### src/tppg_pkg.sv
// ----------------------------------------------------------------------------
// tppg_pkg
// shared constants, codes and controller/datapath interface types for the
// touch pan / pinch gesture tracker
// ----------------------------------------------------------------------------
package tppg_pkg;

  localparam int MAX_CONTACTS = 8;
  localparam int IDX_W        = $clog2(MAX_CONTACTS);
  localparam int CNT_W        = $clog2(MAX_CONTACTS + 1);
  localparam int SQRT_STEPS   = 17;
  localparam int STEP_W       = ($clog2(SQRT_STEPS) > IDX_W) ? $clog2(SQRT_STEPS) : IDX_W;

  localparam logic [11:0] THR_RESET = 12'd160;

  localparam logic [2:0] OP_DOWN       = 3'd0;
  localparam logic [2:0] OP_MOTION     = 3'd1;
  localparam logic [2:0] OP_UP         = 3'd2;
  localparam logic [2:0] OP_CANCEL     = 3'd3;
  localparam logic [2:0] OP_CANCEL_ALL = 3'd4;

  localparam logic [1:0] OWN_IGNORED = 2'd0;
  localparam logic [1:0] OWN_CAMERA  = 2'd1;
  localparam logic [1:0] OWN_CONTROL = 2'd2;

  localparam logic [1:0] ACT_PAN_START = 2'd0;
  localparam logic [1:0] ACT_PAN       = 2'd1;
  localparam logic [1:0] ACT_PAIR      = 2'd2;
  localparam logic [1:0] ACT_CONTROL   = 2'd3;

  typedef enum logic [1:0] {
    PLAN_DONE = 2'd0,
    PLAN_SLOP = 2'd1,
    PLAN_PAIR = 2'd2
  } plan_t;

  typedef enum logic [1:0] {
    MUL_X = 2'd0,
    MUL_Y = 2'd1,
    MUL_T = 2'd2
  } mul_sel_t;

  typedef struct packed {
    logic [1:0]         action;
    logic [3:0]         ctl;
    logic signed [16:0] dx;
    logic signed [16:0] dy;
    logic [16:0]        s0;
    logic [16:0]        s1;
    logic               last;
  } result_t;

  typedef struct packed {
    logic             accept;
    logic             scan1;
    logic             scan2;
    logic [IDX_W-1:0] idx;
    logic             apply;
    logic             decide;
    logic             mul_en;
    mul_sel_t         mul_sel;
    logic             sum;
    logic             sqrt_init;
    logic             sqrt_step;
    logic             pfin;
    logic             emit;
  } cmd_t;

  typedef struct packed {
    logic  need_scan2;
    plan_t plan;
    logic  is_pair;
    logic  pending;
    logic  out_free;
  } status_t;

endpackage

### src/tppg_ctrl.sv
// ----------------------------------------------------------------------------
// tppg_ctrl
// sequencer: table scans, update, arithmetic steps and result drain
// ----------------------------------------------------------------------------
module tppg_ctrl (
  input  logic              clk,
  input  logic              rst_n,
  input  logic              in_tvalid,
  output logic              in_tready,
  input  tppg_pkg::status_t st,
  output tppg_pkg::cmd_t    cmd
);
  import tppg_pkg::*;

  typedef enum logic [11:0] {
    S_IDLE   = 12'b000000000001,
    S_SCAN1  = 12'b000000000010,
    S_APPLY  = 12'b000000000100,
    S_SCAN2  = 12'b000000001000,
    S_DECIDE = 12'b000000010000,
    S_MULX   = 12'b000000100000,
    S_MULY   = 12'b000001000000,
    S_MULT   = 12'b000010000000,
    S_SUM    = 12'b000100000000,
    S_SQRT   = 12'b001000000000,
    S_PFIN   = 12'b010000000000,
    S_EMIT   = 12'b100000000000
  } state_t;

  state_t            state_r, state_nxt;
  logic [STEP_W-1:0] cnt_r, cnt_nxt;

  always_ff @(posedge clk) begin
    if (!rst_n) begin
      state_r <= S_IDLE;
      cnt_r   <= '0;
    end else begin
      state_r <= state_nxt;
      cnt_r   <= cnt_nxt;
    end
  end

  always_comb begin
    state_nxt   = state_r;
    cnt_nxt     = cnt_r;
    in_tready   = 1'b0;
    cmd         = '0;
    cmd.idx     = cnt_r[IDX_W-1:0];
    cmd.mul_sel = MUL_X;
    unique case (state_r)
      S_IDLE: begin
        in_tready = 1'b1;
        if (in_tvalid) begin
          cmd.accept = 1'b1;
          cnt_nxt    = '0;
          state_nxt  = S_SCAN1;
        end
      end
      S_SCAN1: begin
        cmd.scan1 = 1'b1;
        if (cnt_r == STEP_W'(MAX_CONTACTS - 1)) begin
          cnt_nxt   = '0;
          state_nxt = S_APPLY;
        end else begin
          cnt_nxt = cnt_r + 1'b1;
        end
      end
      S_APPLY: begin
        cmd.apply = 1'b1;
        cnt_nxt   = '0;
        state_nxt = st.need_scan2 ? S_SCAN2 : S_EMIT;
      end
      S_SCAN2: begin
        cmd.scan2 = 1'b1;
        if (cnt_r == STEP_W'(MAX_CONTACTS - 1)) begin
          cnt_nxt   = '0;
          state_nxt = S_DECIDE;
        end else begin
          cnt_nxt = cnt_r + 1'b1;
        end
      end
      S_DECIDE: begin
        cmd.decide = 1'b1;
        state_nxt  = (st.plan == PLAN_DONE) ? S_EMIT : S_MULX;
      end
      S_MULX: begin
        cmd.mul_en  = 1'b1;
        cmd.mul_sel = MUL_X;
        state_nxt   = S_MULY;
      end
      S_MULY: begin
        cmd.mul_en  = 1'b1;
        cmd.mul_sel = MUL_Y;
        state_nxt   = S_MULT;
      end
      S_MULT: begin
        cmd.mul_en  = 1'b1;
        cmd.mul_sel = MUL_T;
        state_nxt   = S_SUM;
      end
      S_SUM: begin
        cmd.sum       = 1'b1;
        cmd.sqrt_init = st.is_pair;
        cnt_nxt       = '0;
        state_nxt     = st.is_pair ? S_SQRT : S_EMIT;
      end
      S_SQRT: begin
        cmd.sqrt_step = 1'b1;
        if (cnt_r == STEP_W'(SQRT_STEPS - 1)) begin
          state_nxt = S_PFIN;
        end else begin
          cnt_nxt = cnt_r + 1'b1;
        end
      end
      S_PFIN: begin
        cmd.pfin  = 1'b1;
        state_nxt = S_EMIT;
      end
      S_EMIT: begin
        if (st.pending) begin
          cmd.emit = st.out_free;
        end else begin
          state_nxt = S_IDLE;
        end
      end
      default: begin
        state_nxt = S_IDLE;
      end
    endcase
  end

endmodule

### src/tppg_dp.sv
// ----------------------------------------------------------------------------
// tppg_dp
// datapath: contact table, gesture state, shared squarer, bitwise square
// root, result queue and output register
// ----------------------------------------------------------------------------
module tppg_dp (
  input  logic              clk,
  input  logic              rst_n,
  input  tppg_pkg::cmd_t    cmd,
  output tppg_pkg::status_t st,
  input  logic [47:0]       in_tdata,
  input  logic [2:0]        in_tuser,
  input  logic              cfg_we,
  input  logic [11:0]       cfg_wdata,
  output logic              out_tvalid,
  input  logic              out_tready,
  output logic [71:0]       out_tdata,
  output logic [1:0]        out_tuser,
  output logic              out_tlast
);
  import tppg_pkg::*;

  function automatic result_t mk_res(logic [1:0] act, logic [3:0] c,
                                     logic signed [16:0] dx, logic signed [16:0] dy,
                                     logic [16:0] s0, logic [16:0] s1, logic lst);
    result_t r;
    r.action = act;
    r.ctl    = c;
    r.dx     = dx;
    r.dy     = dy;
    r.s0     = s0;
    r.s1     = s1;
    r.last   = lst;
    return r;
  endfunction

  // latched item
  logic [2:0]         op_r;
  logic [7:0]         fid_r;
  logic signed [15:0] px_r, py_r;
  logic               ins_r;
  logic [3:0]         hit_r;

  // contact table
  logic               tv_r [MAX_CONTACTS];
  logic [7:0]         tf_r [MAX_CONTACTS];
  logic signed [15:0] tx_r [MAX_CONTACTS];
  logic signed [15:0] ty_r [MAX_CONTACTS];
  logic [1:0]         to_r [MAX_CONTACTS];

  // scan results
  logic               fnd_r, fre_r;
  logic [IDX_W-1:0]   fnd_idx_r, fre_idx_r;
  logic [1:0]         fnd_own_r;
  logic [1:0]         cam_n_r;
  logic signed [15:0] ax_r, ay_r, bx_r, by_r;

  // gesture state
  logic [11:0]        thr_r;
  logic               arm_v_r;
  logic [7:0]         arm_f_r;
  logic [3:0]         arm_c_r;
  logic [CNT_W-1:0]   ctl_cnt_r, ctl_cnt_nxt;
  logic signed [15:0] base_x_r, base_y_r, prev_x_r, prev_y_r;
  logic               pan_r;
  logic signed [15:0] pcx_r, pcy_r;
  logic [16:0]        pspan_r;
  logic               bv_r;
  logic               kind_mv_r;
  plan_t              plan_r, plan_now;

  // arithmetic
  logic signed [16:0] dx_r, dy_r;
  logic signed [15:0] gx_r, gy_r;
  logic signed [16:0] mul_a;
  logic signed [33:0] prod;
  logic [32:0]        sqx_r, sqy_r;
  logic [23:0]        t2_r;
  logic [33:0]        d2;
  logic [33:0]        sv_r, sr_r, sb_r, trial;

  // results
  result_t            res_r [2];
  logic [1:0]         res_n_r, res_rd_r;
  result_t            out_r;

  // entry under the scan pointer
  logic               e_v;
  logic [7:0]         e_f;
  logic signed [15:0] e_x, e_y;
  logic [1:0]         e_o;

  // update decode
  logic               down_ok, move_ok, rem_ok, rebase, move_go;
  logic [1:0]         new_own;
  logic               down_ctl, rem_ctl, armed_match, activate;
  logic [IDX_W-1:0]   wr_idx;
  logic signed [16:0] sum_x, sum_y;

  assign e_v = tv_r[cmd.idx];
  assign e_f = tf_r[cmd.idx];
  assign e_x = tx_r[cmd.idx];
  assign e_y = ty_r[cmd.idx];
  assign e_o = to_r[cmd.idx];

  assign down_ok     = (op_r == OP_DOWN) && !fnd_r && fre_r;
  assign move_ok     = (op_r == OP_MOTION) && fnd_r;
  assign rem_ok      = ((op_r == OP_UP) || (op_r == OP_CANCEL)) && fnd_r;
  assign new_own     = !ins_r ? OWN_IGNORED : ((hit_r != 4'd0) ? OWN_CONTROL : OWN_CAMERA);
  assign down_ctl    = down_ok && (new_own == OWN_CONTROL);
  assign rem_ctl     = rem_ok && (fnd_own_r == OWN_CONTROL);
  assign armed_match = arm_v_r && (arm_f_r == fid_r);
  assign activate    = rem_ctl && (op_r == OP_UP) && armed_match && (hit_r == arm_c_r);
  assign rebase      = down_ok || rem_ok;
  assign move_go     = move_ok && (fnd_own_r == OWN_CAMERA) && (ctl_cnt_r == '0);
  assign wr_idx      = down_ok ? fre_idx_r : fnd_idx_r;

  always_comb begin
    if (down_ctl) begin
      ctl_cnt_nxt = ctl_cnt_r + 1'b1;
    end else if (rem_ctl && (ctl_cnt_r != '0)) begin
      ctl_cnt_nxt = ctl_cnt_r - 1'b1;
    end else begin
      ctl_cnt_nxt = ctl_cnt_r;
    end
  end

  always_comb begin
    plan_now = PLAN_DONE;
    if (cam_n_r == 2'd2) begin
      plan_now = PLAN_PAIR;
    end else if ((cam_n_r == 2'd1) && kind_mv_r && !pan_r) begin
      plan_now = PLAN_SLOP;
    end
  end

  assign sum_x = 17'(ax_r) + 17'(bx_r);
  assign sum_y = 17'(ay_r) + 17'(by_r);

  always_comb begin
    unique case (cmd.mul_sel)
      MUL_X:   mul_a = dx_r;
      MUL_Y:   mul_a = dy_r;
      MUL_T:   mul_a = $signed({5'd0, thr_r});
      default: mul_a = '0;
    endcase
  end
  assign prod  = mul_a * mul_a;
  assign d2    = {1'b0, sqx_r} + {1'b0, sqy_r};
  assign trial = sr_r + sb_r;

  assign st.need_scan2 = (rebase && (ctl_cnt_nxt == '0)) || move_go;
  assign st.plan       = plan_now;
  assign st.is_pair    = (plan_r == PLAN_PAIR);
  assign st.pending    = (res_rd_r != res_n_r);
  assign st.out_free   = !out_tvalid || out_tready;

  assign out_tdata = {out_r.s1, out_r.s0, out_r.dy, out_r.dx, out_r.ctl};
  assign out_tuser = out_r.action;
  assign out_tlast = out_r.last;

  // item, table payload, arithmetic and result payload
  always_ff @(posedge clk) begin
    if (cmd.accept) begin
      op_r  <= in_tuser;
      fid_r <= in_tdata[7:0];
      px_r  <= $signed(in_tdata[23:8]);
      py_r  <= $signed(in_tdata[39:24]);
      ins_r <= in_tdata[40];
      hit_r <= in_tdata[44:41];
    end
    if (cmd.apply && (down_ok || move_ok)) begin
      tx_r[wr_idx] <= px_r;
      ty_r[wr_idx] <= py_r;
      if (down_ok) begin
        tf_r[wr_idx] <= fid_r;
        to_r[wr_idx] <= new_own;
      end
    end
    if (cmd.scan1) begin
      if (!fnd_r && e_v && (e_f == fid_r)) begin
        fnd_idx_r <= cmd.idx;
        fnd_own_r <= e_o;
      end
      if (!fre_r && !e_v) begin
        fre_idx_r <= cmd.idx;
      end
    end
    if (cmd.scan2 && e_v && (e_o == OWN_CAMERA)) begin
      if (cam_n_r == 2'd0) begin
        ax_r <= e_x;
        ay_r <= e_y;
      end else if (cam_n_r == 2'd1) begin
        bx_r <= e_x;
        by_r <= e_y;
      end
    end
    if (cmd.decide) begin
      if (plan_now == PLAN_PAIR) begin
        dx_r <= 17'(bx_r) - 17'(ax_r);
        dy_r <= 17'(by_r) - 17'(ay_r);
        gx_r <= sum_x[16:1];
        gy_r <= sum_y[16:1];
      end else begin
        dx_r <= 17'(ax_r) - 17'(base_x_r);
        dy_r <= 17'(ay_r) - 17'(base_y_r);
      end
    end
    if (cmd.mul_en) begin
      unique case (cmd.mul_sel)
        MUL_X:   sqx_r <= prod[32:0];
        MUL_Y:   sqy_r <= prod[32:0];
        MUL_T:   t2_r  <= prod[23:0];
        default: t2_r  <= prod[23:0];
      endcase
    end
    if (cmd.sqrt_init) begin
      sv_r <= d2;
      sr_r <= '0;
      sb_r <= 34'd1 << 32;
    end else if (cmd.sqrt_step) begin
      if (sv_r >= trial) begin
        sv_r <= sv_r - trial;
        sr_r <= (sr_r >> 1) + sb_r;
      end else begin
        sr_r <= sr_r >> 1;
      end
      sb_r <= sb_r >> 2;
    end
    if (cmd.apply && activate) begin
      res_r[0] <= mk_res(ACT_CONTROL, arm_c_r, '0, '0, '0, '0, 1'b1);
    end
    if (cmd.decide && (cam_n_r == 2'd1) && kind_mv_r && pan_r) begin
      res_r[0] <= mk_res(ACT_PAN, 4'd0, 17'(ax_r) - 17'(prev_x_r),
                         17'(ay_r) - 17'(prev_y_r), '0, '0, 1'b1);
    end
    if (cmd.sum && (plan_r == PLAN_SLOP)) begin
      res_r[0] <= mk_res(ACT_PAN_START, 4'd0, '0, '0, '0, '0, 1'b0);
      res_r[1] <= mk_res(ACT_PAN, 4'd0, dx_r, dy_r, '0, '0, 1'b1);
    end
    if (cmd.pfin && kind_mv_r && bv_r) begin
      res_r[0] <= mk_res(ACT_PAIR, 4'd0, 17'(gx_r) - 17'(pcx_r),
                         17'(gy_r) - 17'(pcy_r), pspan_r, sr_r[16:0], 1'b1);
    end
    if (cmd.emit) begin
      out_r <= res_r[res_rd_r[0]];
    end
  end

  // control and gesture state
  always_ff @(posedge clk) begin
    if (!rst_n) begin
      thr_r      <= THR_RESET;
      for (int i = 0; i < MAX_CONTACTS; i++) tv_r[i] <= 1'b0;
      fnd_r      <= 1'b0;
      fre_r      <= 1'b0;
      cam_n_r    <= '0;
      arm_v_r    <= 1'b0;
      arm_f_r    <= '0;
      arm_c_r    <= '0;
      ctl_cnt_r  <= '0;
      base_x_r   <= '0;
      base_y_r   <= '0;
      prev_x_r   <= '0;
      prev_y_r   <= '0;
      pan_r      <= 1'b0;
      pcx_r      <= '0;
      pcy_r      <= '0;
      pspan_r    <= '0;
      bv_r       <= 1'b0;
      kind_mv_r  <= 1'b0;
      plan_r     <= PLAN_DONE;
      res_n_r    <= '0;
      res_rd_r   <= '0;
      out_tvalid <= 1'b0;
    end else begin
      if (cfg_we) begin
        thr_r <= cfg_wdata;
      end
      if (cmd.accept) begin
        fnd_r    <= 1'b0;
        fre_r    <= 1'b0;
        res_n_r  <= '0;
        res_rd_r <= '0;
      end
      if (cmd.scan1) begin
        if (!fnd_r && e_v && (e_f == fid_r)) fnd_r <= 1'b1;
        if (!fre_r && !e_v) fre_r <= 1'b1;
      end
      if (cmd.apply) begin
        cam_n_r   <= '0;
        kind_mv_r <= move_go;
        if (op_r == OP_CANCEL_ALL) begin
          for (int i = 0; i < MAX_CONTACTS; i++) tv_r[i] <= 1'b0;
          arm_v_r   <= 1'b0;
          arm_f_r   <= '0;
          arm_c_r   <= '0;
          ctl_cnt_r <= '0;
          base_x_r  <= '0;
          base_y_r  <= '0;
          prev_x_r  <= '0;
          prev_y_r  <= '0;
          pan_r     <= 1'b0;
          pcx_r     <= '0;
          pcy_r     <= '0;
          pspan_r   <= '0;
          bv_r      <= 1'b0;
        end else begin
          ctl_cnt_r <= ctl_cnt_nxt;
          if (down_ok) begin
            tv_r[wr_idx] <= 1'b1;
          end
          if (rem_ok) begin
            tv_r[wr_idx] <= 1'b0;
          end
          if (down_ctl && (ctl_cnt_r == '0)) begin
            arm_v_r <= 1'b1;
            arm_f_r <= fid_r;
            arm_c_r <= hit_r;
          end
          if (rem_ctl && armed_match) begin
            arm_v_r <= 1'b0;
            arm_f_r <= '0;
            arm_c_r <= '0;
          end
          if (rebase) begin
            pan_r <= 1'b0;
            bv_r  <= 1'b0;
          end
          if (activate) begin
            res_n_r <= 2'd1;
          end
        end
      end
      if (cmd.scan2 && e_v && (e_o == OWN_CAMERA) && (cam_n_r != 2'd3)) begin
        cam_n_r <= cam_n_r + 1'b1;
      end
      if (cmd.decide) begin
        plan_r <= plan_now;
        if (cam_n_r == 2'd1) begin
          if (!kind_mv_r) begin
            base_x_r <= ax_r;
            base_y_r <= ay_r;
          end
          prev_x_r <= ax_r;
          prev_y_r <= ay_r;
          if (kind_mv_r && pan_r) begin
            res_n_r <= 2'd1;
          end
        end else if ((cam_n_r == 2'd3) && kind_mv_r) begin
          pan_r <= 1'b0;
          bv_r  <= 1'b0;
        end
      end
      if (cmd.sum && (plan_r == PLAN_SLOP) && (d2 >= {10'd0, t2_r})) begin
        pan_r   <= 1'b1;
        res_n_r <= 2'd2;
      end
      if (cmd.pfin) begin
        pcx_r   <= gx_r;
        pcy_r   <= gy_r;
        pspan_r <= sr_r[16:0];
        bv_r    <= 1'b1;
        if (kind_mv_r && bv_r) begin
          res_n_r <= 2'd1;
        end
      end
      if (cmd.emit) begin
        out_tvalid <= 1'b1;
        res_rd_r   <= res_rd_r + 1'b1;
      end else if (out_tready) begin
        out_tvalid <= 1'b0;
      end
    end
  end

endmodule

### src/touch_pan_pinch_gesture_tracker.sv
// ----------------------------------------------------------------------------
// touch_pan_pinch_gesture_tracker
// turns touch events into control activations, pan and two-finger moves
// ----------------------------------------------------------------------------
// in channel: one touch event per item, opcode in in_tuser, finger, position,
// inside flag and hit control in in_tdata.
// out channel: zero to two result items per event, action in out_tuser,
// out_tlast marks the final result of an event.
// cfg: cfg_we writes the 12-bit pan slop threshold; the user must write it
// only while idle, as the block does not enforce this.
// sequence: every event takes a scan of the contact table and an update
// step; events that need camera geometry add a second scan, then for a slop
// check or a finger pair squaring on the shared multiplier and, for a finger
// pair, the bitwise square root. The next item is taken once every result
// of the current one has passed to the output register; the last may stay there.
// reset: contact table emptied, gesture state cleared, threshold set to 160.
// a stalled receiver holds the output register and the block waits before
// moving further results into it.
// ----------------------------------------------------------------------------
module touch_pan_pinch_gesture_tracker (
  input  logic        clk,
  input  logic        rst_n,
  input  logic        in_tvalid,
  output logic        in_tready,
  input  logic [47:0] in_tdata,   // finger_id, pos_x, pos_y, inside_present, hit_control
  input  logic [2:0]  in_tuser,   // opcode
  output logic        out_tvalid,
  input  logic        out_tready,
  output logic [71:0] out_tdata,  // control_id, delta_x, delta_y, span_before, span_after
  output logic [1:0]  out_tuser,  // action
  output logic        out_tlast,
  input  logic        cfg_we,
  input  logic [11:0] cfg_wdata
);
  import tppg_pkg::*;

  cmd_t    cmd;
  status_t st;

  tppg_ctrl u_ctrl (
    .clk       (clk),
    .rst_n     (rst_n),
    .in_tvalid (in_tvalid),
    .in_tready (in_tready),
    .st        (st),
    .cmd       (cmd)
  );

  tppg_dp u_dp (
    .clk        (clk),
    .rst_n      (rst_n),
    .cmd        (cmd),
    .st         (st),
    .in_tdata   (in_tdata),
    .in_tuser   (in_tuser),
    .cfg_we     (cfg_we),
    .cfg_wdata  (cfg_wdata),
    .out_tvalid (out_tvalid),
    .out_tready (out_tready),
    .out_tdata  (out_tdata),
    .out_tuser  (out_tuser),
    .out_tlast  (out_tlast)
  );

endmodule

### config.mk
export PLATFORM = sky130hd
export DESIGN_NAME = touch_pan_pinch_gesture_tracker
export DESIGN_NICKNAME = d
export VERILOG_FILES = /design/src/tppg_pkg.sv /design/src/tppg_ctrl.sv /design/src/tppg_dp.sv /design/src/touch_pan_pinch_gesture_tracker.sv
export SDC_FILE = /design/constraint.sdc
export NUM_CORES = 2
export LEC_CHECK = 0
export BUFFER_PORTS_ARGS = -buffer_cell sky130_fd_sc_hd__buf_4
export CAP_MARGIN = 30
export CORE_MARGIN = 5
export CORE_UTILIZATION = 55
export CTS_CLUSTER_SIZE = 16
export DETAILED_ROUTE_END_ITERATION = 10
export PLACE_DENSITY = 0.75
export SYNTH_ARGS = -nofsm -noshare
export SYNTH_HDL_FRONTEND = slang
export SYNTH_SLANG_ARGS = --single-unit
export TNS_END_PERCENT = 100
### constraint.sdc
create_clock -name clk -period 20.9 [get_ports clk]
set_input_delay 4.18 -clock clk [delete_from_list [all_inputs] [get_ports clk]]
set_output_delay 4.18 -clock clk [all_outputs]
set_load 0.02 [all_outputs]
# Word level (Yosys, flattened, before mapping)
# Memories as Yosys holds them, arrays and structs flattened. A register that Yosys moved wholly into a read port is not among the register bits.
# Index checks and enable logic that the tools add are counted.
classes:
  mul: 1
  n_bitwise: 14
  n_reduce_logical: 80
  n_eq_ne: 41
  n_addsub: 19
  order_cmp: 2
  n_mux: 163
ops:
  columns: ["op", "n"]
  rows:
  - ["$mux W16", 22]
  - ["$mux W75", 3]
  - ["$pmux W12 S12", 1]
  - ["$mux W34", 4]
  - ["$sub A16 B16 Y17", 8]
  - ["$mux W12", 8]
  - ["$mux W17", 5]
  - ["$mux W1", 75]
  - ["$add A33 B33 Y34", 2]
  - ["$pmux W17 S3", 1]
  - ["$logic_and A1 B1 Y1", 36]
  - ["$mux W2", 18]
  - ["$mux W3", 12]
  - ["$add A16 B16 Y17", 2]
  - ["$add A34 B33 Y34", 1]
  - ["$ge A34 B24 Y1", 1]
  - ["$ge A34 B34 Y1", 1]
  - ["$sub A34 B34 Y34", 1]
  - ["$mul A17 B17 Y33", 1]
  - ["$mux W4", 6]
  - ["$mux W8", 3]
  - ["$pmux W5 S4", 1]
  - ["$reduce_and A2 Y1", 10]
  - ["$eq A8 B8 Y1", 2]
  - ["other kinds (43)", 96]
totals:
  word_cells: 373
  in_bits: 68
  ramBits: 494
  output_inout_bits: 77
  mem_count: 6
  ff_bits: 534
mem_list:
  columns: ["memory", "depth", "word_bits", "read_ports", "rd_clocked_by_memory_dff", "write_ports", "line_no", "text"]
  rows:
  - ["u_dp.res_r", 2, 75, 1, 1, 2, "tppg_dp.sv:83", "result_t res_r [2];"]
  - ["u_dp.tx_r", 8, 16, 1, 1, 1, "tppg_dp.sv:47", "logic signed [15:0] tx_r [MAX_CONTACTS];"]
  - ["u_dp.ty_r", 8, 16, 1, 1, 1, "tppg_dp.sv:48", "logic signed [15:0] ty_r [MAX_CONTACTS];"]
  - ["u_dp.tf_r", 8, 8, 1, 1, 1, "tppg_dp.sv:46", "logic [7:0] tf_r [MAX_CONTACTS];"]
  - ["u_dp.to_r", 8, 2, 1, 1, 1, "tppg_dp.sv:49", "logic [1:0] to_r [MAX_CONTACTS];"]
  - ["u_dp.tv_r", 8, 1, 1, 1, 8, "tppg_dp.sv:45", "logic tv_r [MAX_CONTACTS];"]

# Logic depth before layout (Yosys ltp)
logic_depth:
  depth_word: 16
  ltp_mapped: 33
  ltp_nobuf: 31

# Cells and area by module
# Synthesis repeated with hierarchy kept, for this count alone.
hier_totals:
  cells_unflattened: 5415
  area_unflattened_um2: 62123.3
by_module_without_submodules:
  columns: ["mod", "area_each_um2", "cells_per_inst", "n_inst", "seq_area_each_um2"]
  rows:
  - ["tppg_dp", 60870.9, 5263, 1, 29097.9]
  - ["tppg_ctrl", 1252.5, 152, 1, 340.3]

# Worst setup path after synthesis
# OpenSTA, ideal clock, no wires.
synth_path:
  path_kind: "input to register"
  from: "input port out_tready"
  to: "register u_dp.res_rd_r[1]"
  required_ns: 20.768
  arrival_time_ns: 8.198
  setup_time_ns: 0.132
  path_buffers: 0
  setup_slack_ns: 12.570
  cell_stages: 5
  path_cell_list: "nor2b_1 -> nor2b_1 -> nor2_1 -> o21ai_0 -> a21oi_1"
synth_rtl:
  columns: ["item", "line_no", "text"]
  rows:
  - ["start, declared", "touch_pan_pinch_gesture_tracker.sv:28", "input logic out_tready,"]
  - ["end signal, assigned", "tppg_dp.sv:370", "res_rd_r <= res_rd_r + 1'b1;"]
  - ["end, declared", "tppg_dp.sv:84", "logic [1:0] res_n_r, res_rd_r;"]

# Worst setup path in the final report
layout_path:
  from: "register u_ctrl.state_r[5]"
  to: "register u_dp.sqy_r[32] (data pin)"
layout_between:
  elab_chain_cells: 5
  elab_cells_between_ends: 9
  cone_classes: "mul (1); eq/ne (5); mux (2); reduce/logical (1)"
layout_rtl:
  columns: ["item", "line_no", "text"]
  rows:
  - ["start, declared", "tppg_ctrl.sv:30", "state_t state_r, state_nxt;"]
  - ["start signal, assigned", "tppg_ctrl.sv:38", "state_r <= state_nxt;"]
  - ["$eq A12 B8 Y1, or another cell as far along", "tppg_ctrl.sv:50", "unique case (state_r)"]
  - ["$pmux W3 S3 *", "tppg_ctrl.sv:50", null]
  - ["$eq A2 B2 Y1, or another cell as far along", "tppg_dp.sv:141", "unique case (cmd.mul_sel)"]
  - ["$pmux W17 S3 *", "tppg_dp.sv:141", null]
  - ["$mul A17 B17 Y33 *", "tppg_dp.sv:148", "assign prod = mul_a * mul_a;"]
  - ["named net u_dp.prod[32]", "tppg_dp.sv:76", "logic signed [33:0] prod;"]
  - ["end signal, assigned", "tppg_dp.sv:212", "MUL_Y: sqy_r <= prod[32:0];"]
  - ["end, declared", "tppg_dp.sv:77", "logic [32:0] sqx_r, sqy_r;"]
# The timed path passes the listed nets; every way through them passes the cells marked *.
# A chain may end at the register's enable or synchronous reset.

==> impl_results.rst <==
.. list-table::
   :header-rows: 1

   * - Metric
     - Value
   * - Number of cells upsized or downsized after cts
     - 0
   * - Min cycle time layout
     - between 10 and 15 ns
   * - Proportion of synthesized flip-flops having asynchronous set or reset
     - 0
   * - Leak
     - about 25 nW
   * - Global-route track usage on met1
     - 0.319
   * - Final setup fails
     - 0
   * - Max Cap Viol
     - 0
   * - Chip width
     - roughly 340 um
   * - Cell Count, Final, Fillers Out
     - 7,081
   * - Die Footprint
     - 118,000 sq um
   * - Worst setup SP type
     - register
   * - Critical path arrival
     - approximately 11 ns
   * - Mean Syn Cell Area
     - between 10 and 15 sq um
   * - Clk slew on worst S/H paths
     - around 0.060 ns
   * - Number of nets still failing antenna checks after routing
     - 0
   * - Worst Path Required
     - about 21 ns
   * - Power density over the cells
     - 63.5 nW/um^2
   * - DR iter-0 viols
     - around 3k
   * - Leading cell type in the layout, fill and taps excluded
     - sky130_fd_sc_hd__edfxtp_1
   * - Met3 demand-to-capacity share in global routing
     - 0.0259
   * - Clock insertion delay at the later pin of the skew report
     - roughly 0.70 ns
   * - Critical path class
     - register to register
   * - WL/cell
     - a little under 20 um
   * - Largest fanout of any net on the critical path
     - 52
   * - Leading cell types in the layout, fill and taps excluded
     - 823 x sky130_fd_sc_hd__edfxtp_1, 576 x sky130_fd_sc_hd__inv_1, 418 x sky130_fd_sc_hd__nor2_1
   * - DP HPWL
     - 99,300 um
   * - Count of different cell masters after synthesis
     - 96
   * - Maximum resistive drop on vdd
     - around 0.077 mV
   * - Worst min-delay path category
     - register to register
   * - Detailed-route via count
     - between 40k and 50k
   * - Global placer's final weighted congestion
     - about 0.9
   * - Number of ports placed on the die boundary
     - 145
   * - Prevailing post-synth register cell
     - sky130_fd_sc_hd__edfxtp_1
   * - Final routed DRC violation total
     - 0
   * - Number of H-tree levels
     - 3
   * - CTS tree
     - built
   * - Number of hold-repair buffers added at the cts stage
     - 0
   * - CTS Buffer Depth
     - 3
   * - Result of the run
     - finished clean
   * - Sequential area share after synthesis
     - 0.480
   * - Setup repair after global routing missed its margin
     - no
   * - Largest stage delay on the critical path
     - ~0.8 ns
   * - Wire length of the first global-routing pass
     - between 200,000 and 250,000 um
   * - Headroom to the max-slew limit
     - 0.281
   * - Share of final-layout standard cells stronger than drive strength 1
     - 0.114
   * - Number of warnings reported in the yosys synthesis log
     - 0
   * - Number of input and output port buffers inserted
     - approximately 140
   * - Number of buffers created by CTS
     - roughly 110
   * - Number of antenna violations at the first check in global routing
     - 0
   * - DP Cell Count
     - a little under 7k
   * - Net count, final
     - 6,215
   * - Post-synthesis cell count
     - 5,391
   * - Clock sink total
     - 1,062
   * - Critical Path End Type
     - register
   * - Final slew viol count
     - 0
   * - Met2 Track Usage GR
     - 0.401
   * - Via count of the first global-routing pass
     - slightly above 40k
   * - CP max stage cell
     - sky130_fd_sc_hd__a22oi_2
   * - Std-Cell Core Area
     - between 100,000 and 150,000 sq um
   * - Buffers inserted by post-CTS timing repair
     - 0
   * - Summed negative setup slack over all endpoints
     - 0 ns
   * - Post-synth EDFFs
     - between 800 and 900
   * - Die outline height
     - about 340 um
   * - Cell area after technology mapping
     - 61,400 sq um
   * - Layout overhead on the synthesized area
     - 10.4%
   * - FMAX
     - slightly below 100 MHz
   * - Root buffer cell
     - sky130_fd_sc_hd__clkbuf_16
   * - Critical path's top delay family
     - compound AO/OA/AOI/OAI gates
   * - Transition time at the pin with the least slew margin
     - roughly 1.1 ns
   * - Bufs and invs on worst path
     - 7
   * - Wire length reported by the detailed router
     - about 140,000 um
   * - Post-Syn Nets
     - slightly above 6k
   * - Worst-case clock skew
     - ~0.031 ns
   * - Total congestion overflow after global routing
     - 0
   * - Average vias per placed instance
     - ~5.7
   * - Number of fill cells in the layout
     - between 8k and 9k
   * - Aggregate global-route resource usage
     - 0.235
   * - Flip-flop and latch count after synthesis
     - between 1k and 1.5k
   * - Total count of hold-check failures in the final report
     - 0
   * - Effective utilization at floorplan
     - 0.554
   * - Row count
     - 122
   * - Layer carrying the most global-route usage
     - met2
   * - Fraction of the cycle the final worst path needs
     - 0.497
   * - Number of detailed-route iterations in the first pass
     - 5
   * - Largest net degree at the start of global routing
     - 82
## metrics by stage
step	total power [mW]	hold WS (ns)	setup slack, ns	area, sq um	utilization
2_1_floorplan	2.36	0.417	12.57	61400	-
3_3_place_gp	2.39	0.434	10.64	64100	0.578
3_5_place_dp	2.39	0.441	10.57	64100	0.579
4_1_cts	4.34	0.450	10.51	67800	0.612
5_1_grt	4.44	0.467	9.96	67800	0.612
6_report	4.31	0.449	10.52	67800	0.612
## registers in the layout, indices dropped and copies added (netlist names), 23 cells and up, named ones only
| signal | count |
|---|---|
| u_dp.out_tdata | 72 |
| u_dp.res_r | 109 |
| u_dp.sqx_r | 32 |
| u_dp.sqy_r | 32 |
| u_dp.sr_r | 34 |
| u_dp.sv_r | 34 |
| u_dp.t2_r | 23 |
| u_dp.tf_r | 64 |
| u_dp.tx_r | 128 |
| u_dp.ty_r | 128 |
## final cells by class
| type | instances | area (sq um) | share of cell area |
|---|---|---|---|
| repair buffers | 199 | 1530 | 0.0226 |
| multi-input cells | 3541 | 29000 | 0.428 |
| diodes | 2 | 5.00 | 0.0000738 |
| clock buffers | 128 | 2850 | 0.0420 |
| inverters | 590 | 2220 | 0.0327 |
| flip-flops and latches | 1062 | 29500 | 0.435 |
| clock inverters | 71 | 805 | 0.0119 |
| well taps | 1488 | 1860 | 0.0275 |
## per-layer routing
layer | routed length, um | share of wire | vias up
met5 | 0 | 0 | -
met4 | 4040 | 0.029 | 0
met2 | 68500 | 0.49 | 1103
met3 | 6980 | 0.050 | 211
li1 | - | - | 19300
met1 | 60000 | 0.43 | 20100
## cell families (layout without fill, tap and decap cells)
kind of cell / Yosys count / count (layout) / synth area share
xor gates and xnor gates: 292 / 292 / 0.0416
muxes: 201 / 201 / 0.0518
adders and majority gates: 648 / 648 / 0.165
AOI/OAI and AO/OA: 989 / 989 / 0.104
other: 0 / 2 / 0
DFF: 1062 / 1062 / 0.480
buffers and inverters: 788 / 988 / 0.0493
and+or+nand+nor: 1411 / 1411 / 0.107
## worst min-delay path: cells and delay by family, from the launching register on
kind / cells / cell delay (ns)
flops: 1 / 0.30
compound gates: 1 / 0.05
simple gates: 1 / 0.05
## synth_stat cells (all sizes together), types with 18 or more instances
cell type  number  area share
a211oi         62      0.0076
a21o           62      0.0076
a21oi         359       0.029
a22oi          38      0.0049
a31o           18      0.0026
a31oi          35      0.0036
and2           71      0.0072
and3           28      0.0029
buf            56      0.0046
clkbuf        142      0.0087
dfxtp         239       0.078
edfxtp        823        0.40
fa            271       0.088
ha            377       0.077
inv           589       0.036
mux2           76       0.014
mux2i          39      0.0064
mux4           86       0.032
nand2         402       0.025
nand2b         34      0.0035
nand3         142       0.012
nand4          38      0.0039
nor2          432       0.027
nor2b          83      0.0085
nor3           86      0.0072
o211ai         19      0.0023
o21a           33      0.0040
o21ai         157       0.013
o21bai         42      0.0051
o22ai          24      0.0024
o31ai          23      0.0028
or3            26      0.0026
xnor2         184       0.026
xor2          108       0.015
## path summary, 6_finish.rpt
kind / from / endpoint / slack [ns] / cells past startpoint
hold / removal: u_dp.res_r[0][73]$_SDFFE_PP0P_ / u_dp.res_r[0][73]$_SDFFE_PP0P_ / 0.45 / 2
setup reg to reg: u_ctrl.state_r[5]$_SDFFE_PN0P_ / u_dp.sqy_r[32]$_DFFE_PP_ / 10.52 / 31
hold reg to reg: u_dp.res_r[0][73]$_SDFFE_PP0P_ / u_dp.res_r[0][73]$_SDFFE_PP0P_ / 0.45 / 2
setup / recovery: u_ctrl.state_r[5]$_SDFFE_PN0P_ / u_dp.sqy_r[32]$_DFFE_PP_ / 10.52 / 31
## report_power, final
part,internal (mW),total (mW),leakage (nW),switching [mW]
Sequential,2.28,2.30,8.85,0.0195
Clock,1.13,1.96,1.76,0.828
Combinational,0.0217,0.0539,14.4,0.0322
Total,3.43,4.31,25.0,0.879
(Power assumes the default switching activity.)
